`config.mk`:
```
export PLATFORM = sky130hd
export DESIGN_NAME = distinct_prime_factor_counter_top
export DESIGN_NICKNAME = d
export VERILOG_FILES = /design/src/rtl/dpfc_pkg.sv /design/src/rtl/distinct_prime_factor_counter_top.sv /design/src/rtl/dpfc_divider.sv
export SDC_FILE = /design/constraint.sdc
export NUM_CORES = 1
export LEC_CHECK = 0
export BUFFER_PORTS_ARGS = -buffer_cell sky130_fd_sc_hd__buf_4
export CORE_MARGIN = 5
export CORE_UTILIZATION = 57
export DETAILED_ROUTE_END_ITERATION = 12
export PLACE_DENSITY = 0.84
export REMOVE_ABC_BUFFERS = 1
export SLEW_MARGIN = 15
export SYNTH_ARGS = -nofsm -noshare
export SYNTH_HDL_FRONTEND = slang
export SYNTH_SLANG_ARGS = --single-unit
```
`constraint.sdc`:
```
create_clock -name clk_i -period 5.55 [get_ports clk_i]
set_input_delay 0.2775 -clock clk_i [delete_from_list [all_inputs] [get_ports clk_i]]
set_output_delay 0.2775 -clock clk_i [all_outputs]
set_load 0.01 [all_outputs]
```
`src/rtl/dpfc_pkg.sv`:
```
package dpfc_pkg;

  localparam int unsigned VALUE_WIDTH_DEF = 16;
  localparam int unsigned COUNT_W         = 3;
  localparam int unsigned OUT_DATA_W      = 8;

  localparam logic [COUNT_W-1:0] COUNT_MAX       = 3'd7;
  localparam logic [COUNT_W-1:0] MIN_COUNT_RESET = 3'd5;
  localparam int unsigned        FIRST_DIVISOR   = 2;

  // saturating increment of the factor count
  function automatic logic [COUNT_W-1:0] count_inc(input logic [COUNT_W-1:0] c);
    logic [COUNT_W-1:0] r;
    r = (c == COUNT_MAX) ? c : c + 1'b1;
    return r;
  endfunction

endpackage

```
`src/rtl/distinct_prime_factor_counter_top.sv`:
```
// distinct prime factor counter
// s_axis carries one unsigned value per beat; m_axis returns one beat per value
// holding the number of distinct prime factors and a flag that the count is at
// or above min_prime_count. cfg_valid_i/cfg_data_i write min_prime_count; the
// port is always ready. it must be written only while the block is idle;
// the block itself does not enforce this. the value is factored by trial
// division with divisors 2, 3, 4, ... through a shared restoring divider.
// each divisor tried costs one division, and each repeated factor found costs
// one more division. s_axis_tready is high only between values, so a new value
// is taken only after the last one has been factored.
// the result sits in an output register; while the receiver stalls, the next
// value is accepted and factored and then waits until the register empties.
// reset empties the output, returns to idle and sets min_prime_count to 5.
module distinct_prime_factor_counter_top #(
  parameter int unsigned VALUE_WIDTH = dpfc_pkg::VALUE_WIDTH_DEF
) (
  input  logic                                clk_i,
  input  logic                                rst_ni,
  input  logic                                s_axis_tvalid,
  output logic                                s_axis_tready,
  // [VALUE_WIDTH-1:0] value, zero padded above
  input  logic [((VALUE_WIDTH+7)/8)*8-1:0]    s_axis_tdata,
  output logic                                m_axis_tvalid,
  input  logic                                m_axis_tready,
  // [2:0] prime_count, [3] meets_minimum, zero above
  output logic [dpfc_pkg::OUT_DATA_W-1:0]     m_axis_tdata,
  input  logic                                cfg_valid_i,
  output logic                                cfg_ready_o,
  input  logic [dpfc_pkg::COUNT_W-1:0]        cfg_data_i
);

  import dpfc_pkg::*;

  localparam int unsigned W   = VALUE_WIDTH;
  localparam int unsigned SQW = VALUE_WIDTH + 2;

  localparam logic [2:0] ST_IDLE      = 3'd0;
  localparam logic [2:0] ST_CHECK     = 3'd1;
  localparam logic [2:0] ST_DIV_START = 3'd2;
  localparam logic [2:0] ST_DIV_WAIT  = 3'd3;
  localparam logic [2:0] ST_DONE      = 3'd4;

  logic [2:0]         state_q, state_d;
  logic [W-1:0]       n_q, n_d;
  logic [W-1:0]       div_q, div_d;
  logic [SQW-1:0]     sq_q, sq_d;
  logic [COUNT_W-1:0] cnt_q, cnt_d;
  logic               hit_q, hit_d;
  logic [COUNT_W-1:0] min_q;
  logic               out_valid_q, out_valid_d;
  logic [COUNT_W-1:0] out_cnt_q, out_cnt_d;
  logic               out_meet_q, out_meet_d;

  logic               div_start;
  logic               div_done;
  logic [W-1:0]       div_quo;
  logic [W-1:0]       div_rem;
  logic               in_beat;
  logic               out_free;

  dpfc_divider #(
    .WIDTH(W)
  ) u_divider (
    .clk_i      (clk_i),
    .rst_ni     (rst_ni),
    .start_i    (div_start),
    .dividend_i (n_q),
    .divisor_i  (div_q),
    .done_o     (div_done),
    .quotient_o (div_quo),
    .remainder_o(div_rem)
  );

  assign s_axis_tready = (state_q == ST_IDLE);
  assign in_beat       = s_axis_tvalid && s_axis_tready;
  assign out_free      = !out_valid_q || m_axis_tready;
  assign cfg_ready_o   = 1'b1;

  always_comb begin
    state_d     = state_q;
    n_d         = n_q;
    div_d       = div_q;
    sq_d        = sq_q;
    cnt_d       = cnt_q;
    hit_d       = hit_q;
    div_start   = 1'b0;
    out_valid_d = out_valid_q && !m_axis_tready;
    out_cnt_d   = out_cnt_q;
    out_meet_d  = out_meet_q;
    unique case (state_q)
      ST_IDLE: begin
        if (in_beat) begin
          n_d     = s_axis_tdata[W-1:0];
          div_d   = W'(FIRST_DIVISOR);
          sq_d    = SQW'(FIRST_DIVISOR * FIRST_DIVISOR);
          cnt_d   = '0;
          hit_d   = 1'b0;
          state_d = ST_CHECK;
        end
      end
      ST_CHECK: begin
        if (n_q <= W'(1)) begin
          state_d = ST_DONE;
        end else if (sq_q > {2'b00, n_q}) begin
          // what is left has no factor below its root, so it is prime
          cnt_d   = count_inc(cnt_q);
          state_d = ST_DONE;
        end else begin
          state_d = ST_DIV_START;
        end
      end
      ST_DIV_START: begin
        div_start = 1'b1;
        state_d   = ST_DIV_WAIT;
      end
      ST_DIV_WAIT: begin
        if (div_done) begin
          if (div_rem == '0) begin
            // keep dividing out the same divisor, count it once
            if (!hit_q) begin
              cnt_d = count_inc(cnt_q);
            end
            hit_d   = 1'b1;
            n_d     = div_quo;
            state_d = ST_DIV_START;
          end else begin
            hit_d   = 1'b0;
            div_d   = div_q + 1'b1;
            // (d+1)^2 = d^2 + 2d + 1
            sq_d    = sq_q + {1'b0, div_q, 1'b1};
            state_d = ST_CHECK;
          end
        end
      end
      ST_DONE: begin
        if (out_free) begin
          out_valid_d = 1'b1;
          out_cnt_d   = cnt_q;
          out_meet_d  = (cnt_q >= min_q);
          state_d     = ST_IDLE;
        end
      end
      default: begin
        state_d = ST_IDLE;
      end
    endcase
  end

  always_ff @(posedge clk_i or negedge rst_ni) begin
    if (!rst_ni) begin
      state_q     <= ST_IDLE;
      out_valid_q <= 1'b0;
      min_q       <= MIN_COUNT_RESET;
    end else begin
      state_q     <= state_d;
      out_valid_q <= out_valid_d;
      if (cfg_valid_i && cfg_ready_o) begin
        min_q <= cfg_data_i;
      end
    end
  end

  always_ff @(posedge clk_i) begin
    n_q        <= n_d;
    div_q      <= div_d;
    sq_q       <= sq_d;
    cnt_q      <= cnt_d;
    hit_q      <= hit_d;
    out_cnt_q  <= out_cnt_d;
    out_meet_q <= out_meet_d;
  end

  assign m_axis_tvalid = out_valid_q;
  assign m_axis_tdata  = {{(OUT_DATA_W - COUNT_W - 1){1'b0}}, out_meet_q, out_cnt_q};

endmodule

```
`src/rtl/dpfc_divider.sv`:
```
module dpfc_divider #(
  parameter int unsigned WIDTH = dpfc_pkg::VALUE_WIDTH_DEF
) (
  input  logic             clk_i,
  input  logic             rst_ni,
  input  logic             start_i,
  input  logic [WIDTH-1:0] dividend_i,
  input  logic [WIDTH-1:0] divisor_i,
  output logic             done_o,
  output logic [WIDTH-1:0] quotient_o,
  output logic [WIDTH-1:0] remainder_o
);

  localparam int unsigned CNT_W = $clog2(WIDTH + 1);

  logic             active_q, active_d;
  logic             done_q, done_d;
  logic [CNT_W-1:0] step_q, step_d;
  logic [WIDTH-1:0] quo_q, quo_d;
  logic [WIDTH-1:0] rem_q, rem_d;
  logic [WIDTH-1:0] dsr_q, dsr_d;
  logic [WIDTH:0]   trial;
  logic             fits;

  // restoring division, one quotient bit per cycle
  assign trial = {rem_q, quo_q[WIDTH-1]};
  assign fits  = (trial >= {1'b0, dsr_q});

  always_comb begin
    active_d = active_q;
    done_d   = 1'b0;
    step_d   = step_q;
    quo_d    = quo_q;
    rem_d    = rem_q;
    dsr_d    = dsr_q;
    if (start_i) begin
      active_d = 1'b1;
      step_d   = CNT_W'(WIDTH);
      quo_d    = dividend_i;
      rem_d    = '0;
      dsr_d    = divisor_i;
    end else if (active_q) begin
      rem_d  = fits ? WIDTH'(trial - {1'b0, dsr_q}) : trial[WIDTH-1:0];
      quo_d  = {quo_q[WIDTH-2:0], fits};
      step_d = step_q - 1'b1;
      if (step_q == CNT_W'(1)) begin
        active_d = 1'b0;
        done_d   = 1'b1;
      end
    end
  end

  always_ff @(posedge clk_i or negedge rst_ni) begin
    if (!rst_ni) begin
      active_q <= 1'b0;
      done_q   <= 1'b0;
      step_q   <= '0;
    end else begin
      active_q <= active_d;
      done_q   <= done_d;
      step_q   <= step_d;
    end
  end

  always_ff @(posedge clk_i) begin
    quo_q <= quo_d;
    rem_q <= rem_d;
    dsr_q <= dsr_d;
  end

  assign done_o      = done_q;
  assign quotient_o  = quo_q;
  assign remainder_o = rem_q;

endmodule

```
; ---- Word-level counts from Yosys, hierarchy flattened
; Index checks and enable logic that the tools add are counted.
[word_totals]
register_bits = 120
inputBits = 24
wordCells = 100
[op_classes]
addsub = 5
order_cmp = 4
eq_ne = 14
mux = 45
reduce_logical = 16
[op_table]
columns = op, n
row1 = $mux W16, 9
row2 = $pmux W16 S2, 2
row3 = $mux W18, 3
row4 = $mux W3, 12
row5 = $pmux W18 S2, 1
row6 = $add A18 B17 Y18, 1
row7 = $gt A18 B16 Y1, 1
row8 = $ge A17 B16 Y1, 1
row9 = $add A16 B1 Y16 const B, 1
row10 = $le A16 B1 Y1 const B, 1
row11 = $logic_not A16 Y1, 1
row12 = $sub A16 B16 Y16, 1
row13 = $pmux W3 S5, 1
row14 = $mux W1, 12
row15 = $ne A2 B2 Y1 const B, 6
row16 = $mux W5, 2
row17 = $pmux W3 S3, 1
row18 = $reduce_and A4 Y1, 2
row19 = $reduce_and A7 Y1, 1
row20 = $eq A3 B2 Y1 const B, 2
row21 = $eq A3 B3 Y1 const B, 2
row22 = $reduce_and A3 Y1, 2
row23 = $eq A5 B1 Y1 const B, 1
row24 = $sub A5 B1 Y5 const B, 1
row25 = 13 further kinds, 17

; ---- Longest topological paths before layout
[depth]
depth_word = 6
ltp_mapped = 10

; ---- Hierarchy
; From an unflattened synthesis, not the netlist that was laid out.
[hier_totals]
hier_cells = 730
area_unflattened_um2 = 7312.0
[modules_own_cells]
columns = mod, n_inst, cells_each, area_each_um2, seq_area_each_um2
row1 = distinct_prime_factor_counter_top, 1, 441, 4174.0, 1919.3
row2 = dpfc_divider, 1, 289, 3138.0, 1456.4

; ---- Worst setup path before layout
; No wires, ideal clock.
[synth_timing]
path_type = register to register
from = reg state_q[1]
to = reg div_q[0] (enable)
setup_ns = 0.511
t_arrival_ns = 4.433
path_slack_ns = 0.607
stages_incl_launch_ff = 5
path_buffers = 1
period_less_slack_ns = 4.943
path_cell_list = dfrtp_1 clkbuf_1 nor3_1 nor2_1 nor4_1
[synth_via]
elab_chain_len = 4
word_cells_on_any_way = 8
classes_between = eq/ne (4) / reduce/logical (4)
[synth_rtl]
columns = item, line
row1 = start: declaration, distinct_prime_factor_counter_top.sv:43  ; logic [2:0] state_q, state_d;
row2 = start signal: assignment, distinct_prime_factor_counter_top.sv:155  ; state_q <= state_d;
row3 = $logic_not A3 Y1 *, distinct_prime_factor_counter_top.sv:74  ; assign s_axis_tready = (state_q == ST_IDLE);
row4 = named net s_axis_tready, distinct_prime_factor_counter_top.sv:20  ; output logic s_axis_tready,
row5 = $logic_and A1 B1 Y1, distinct_prime_factor_counter_top.sv:75  ; assign in_beat = s_axis_tvalid && s_axis_tready;
row6 = $ne A2 B1 Y1 (no source line), --
row7 = $reduce_and A4 Y1 (no source line) *, --
row8 = end signal: assignment, distinct_prime_factor_counter_top.sv:165  ; div_q <= div_d;
row9 = end: declaration, distinct_prime_factor_counter_top.sv:45  ; logic [W-1:0] div_q, div_d;
; The timed path passes the listed nets; every way through them passes the cells marked *.
; A chain may end at the register's enable or synchronous reset.

; ---- Worst setup path in the final report
[layout_timing]
from = reg u_divider.dsr_q[1]
to = reg u_divider.rem_q[0] (netlist: u_divider.remainder_o[0])
[layout_via]
elab_chain_len = 2
[layout_rtl]
columns = item, line
row1 = start: declaration, dpfc_divider.sv:21  ; logic [WIDTH-1:0] dsr_q, dsr_d;
row2 = start signal: assignment, dpfc_divider.sv:68  ; dsr_q <= dsr_d;
row3 = $ge A17 B16 Y1, dpfc_divider.sv:27  ; assign fits = (trial >= {1'b0, dsr_q});
row4 = $mux W16, dpfc_divider.sv:43  ; rem_d = fits ? WIDTH'(trial - {1'b0, dsr_q}) : trial[WIDTH-1:0];
row5 = end signal: assignment, dpfc_divider.sv:67  ; rem_q <= rem_d;
row6 = end: declaration, dpfc_divider.sv:20  ; logic [WIDTH-1:0] rem_q, rem_d;
; No other way between the ends.

==> metrics.txt <==
Max clock buf depth 2; Pre-antenna DRT Iters 7; drt total wl 16,900 um; Final Setup Violations 0; sequential cell area fraction in the yosys report a little under half; share of cells above drive strength 1 between 10% and 20%; EDFF count, synth 90; Max FO, Critical Path 12; leakage power 3.37 nW; initial antenna violation count 0; Setup Skew between 0.007 and 0.008 ns; Critical Path AT 3.31 ns; FFs w/ async S/R, synth 11.7%; maxcap violations 0; count leader, synth nand2_1; final hold vios 0; GRT Util Overall about 23%; Initial Utilization between 50% and 60%; Nets about 840; Worst-Skew Late Latency around 0.42 ns; first-pass GRT wire length about 27,000 um; Hold Path Class primary input to flip-flop; fin cells 948; CTS buffer count 17; Worst EP required between 5 and 6 ns; library cells used by synthesis 63; Setup crit end kind flip-flop; clock sink count 120; FF+latch count, synth between 100 and 150; Critical Path Source Type flip-flop; main flop type after synthesis edfxtp_1; most frequent cells after synthesis nand2_1 (91), edfxtp_1 (90), nor2_1 (67), ha_1 (55), inv_1 (52); detailed router's first-iteration violation count 646; largest net degree at the start of global routing between 50 and 60; number of global-route vias before repair approximately 5,600; Max Fclk 338 MHz; post-synth top area cell edfxtp_1; slowest stage cell, crit path a31oi_2; CTS tree done; Die Span Y about 120 um; DP HPWL 11,300 um; Post-Synthesis Cells 735; Routed Antenna Nets 0; Synth area leaders edfxtp_1 (38%), ha_1 (9.6%), nand2_1 (4.8%); clk slew on worst S/H paths 0.06 ns; RD Place Congestion just over 0.9; Buffers on Ports 29; pwr dens approximately 700 nW/um^2; vias per cell approximately 6.1; worst slew pin tran 0.884 ns; I/O Pins 35; Residual DRC 0; CP peak stage delay approximately 0.62 ns; # H-tree levels 4; synthesis-to-finish area growth 12.4%; Placeable Area ~12,000 um^2; crit path kind flip-flop to flip-flop; minimum clock period just under 3 ns; Std-Cell Rows slightly above 40; synth warn 0; Yosys top cell area share a little under two fifths; synthesized area 7180 um^2; status finished clean; wire per inst approximately 18 um; period utilization a little over half; cts repair resizes 0; mean area per synthesized cell a little under 10 um^2; VDD IR-drop max around 0.34 mV; Congestion Overflow GR 0; Die ar. around 15,000 um^2; Inst Count DP 915; RSZ-0062 raised after global routing no; Vias approximately 5,800; Antenna diodes 0; Slew headroom between 40% and 50%; Die X around 120 um; setup TNS 0 ns; crit-path cells inv_1 > ha_1 > nor2b_1 > o31a_1 > o22a_1 > a21o_1 > a31oi_2 > mux2_1 > a21oi_1; Max Slew Vio Count 0; clock root buffer clkbuf_16
-- power by group --
group / leakage (nW) / internal, mW / switching, mW
clock network: 0.256 / 0.614 / 0.428
logic: 1.95 / 1.12 / 1.67
registers: 1.17 / 1.51 / 0.362
-- critical path: cells and delay by family (launching register included) --
family	cells	cell delay, ns
adder cells (fa/ha/maj)	1	0.26
buffers and inverters	1	0.11
flip-flops	1	0.42
AO/OA/AOI/OAI	5	1.56
multiplexers	1	0.38
AND/OR/NAND/NOR	1	0.15
-- logic make-up (layout without fill, tap and decap cells) --
logic type                 count (synthesis)  count (layout)  synth area share (%)
AOI/OAI and AO/OA                        162             162                  14.2
muxes                                     13              13                  1.85
adders and majority gates                 57              57                  10.1
xor gates and xnor gates                  37              37                  4.51
other                                      2               5                 0.105
and+or+nand+nor                          261             261                  17.2
buffers and inverters                     83             121                  4.98
DFF                                      120             120                  47.0
-- layout make-up --
cell class,instances,area [um^2]
Fill cell,922,4390
Multi-Input combinational cell,535,3460
Sequential cell,120,3380
Clock buffer,17,425
Timing Repair Buffer,34,258
Tap cell,172,215
Inverter,55,206
Clock inverter,15,129
-- sequential cells by signal (all words and copies together) (netlist names), 3 cells and up --
register,count
state_q,3
u_divider.quotient_o,16
u_divider.dsr_q,16
cnt_q,3
u_divider.remainder_o,16
min_q,3
n_q,16
out_cnt_q,3
sq_q,18
u_divider.step_q,5
div_q,16
-- cells in the final DEF, fill, tap and decap left out, types with 12 or more instances in the layout --
master / count
nor2_1: 67
a21oi_1: 36
clkbuf_16: 17
nor3_1: 16
and3_1: 12
dfxtp_1: 16
nand2_1: 91
inv_1: 52
ha_1: 55
xnor2_1: 15
nor4_1: 12
o21ai_0: 48
a211oi_1: 13
dfrtp_1: 12
nand3_1: 14
xor2_1: 22
buf_4: 33
edfxtp_1: 90
-- path summary, 6_finish.rpt --
check / depth (start not counted) / start / end / slack [ns]
worst max-delay path: 9 / u_divider.dsr_q[1]$_DFFE_PP_ / u_divider.remainder_o[0]$_SDFFE_PP0P_ / 2.59
worst min-delay path: 2 / cfg_valid_i / min_q[2]$_DFFE_PN1P_ / 0.03
worst max register to register: 9 / u_divider.dsr_q[1]$_DFFE_PP_ / u_divider.remainder_o[0]$_SDFFE_PP0P_ / 2.59
worst min register to register: 2 / min_q[2]$_DFFE_PN1P_ / min_q[2]$_DFFE_PN1P_ / 0.50
max in group asynchronous: 2 / rst_ni / min_q[2]$_DFFE_PN1P_ / 5.07
min in group asynchronous: 2 / rst_ni / state_q[0]$_DFFE_PN0P_ / 0.24
-- timing repair --
action	4_1_cts	5_1_grt
hold buffers	1	0
endpoints found under the hold margin	14	0
setup buffers	0	0
-- metal layers --
metal	vias to the layer above	share of wire, %	global-route usage, %
met4	0	3.6	10.0
met1	2762	41	29.7
met5	-	0	0
met2	300	48	37.9
met3	56	6.9	5.35
li1	2700	-	-
-- metrics by stage --
step	total power, mW	area [um^2]	utilization (%)	worst slack (ns)	hold slack, ns
after CTS	5.65	8070	64.8	2.60	0.0299
after detailed placement	4.54	7510	60.2	2.74	0.138
after floorplan	3.85	7040	-	0.114	-0.0181
after global routing	6.07	8070	64.8	2.42	0.0625
final	5.71	8070	64.8	2.59	0.0344
after global placement	4.39	7510	60.2	2.84	0.133
Note: power is estimated with default switching activity, not from simulation.
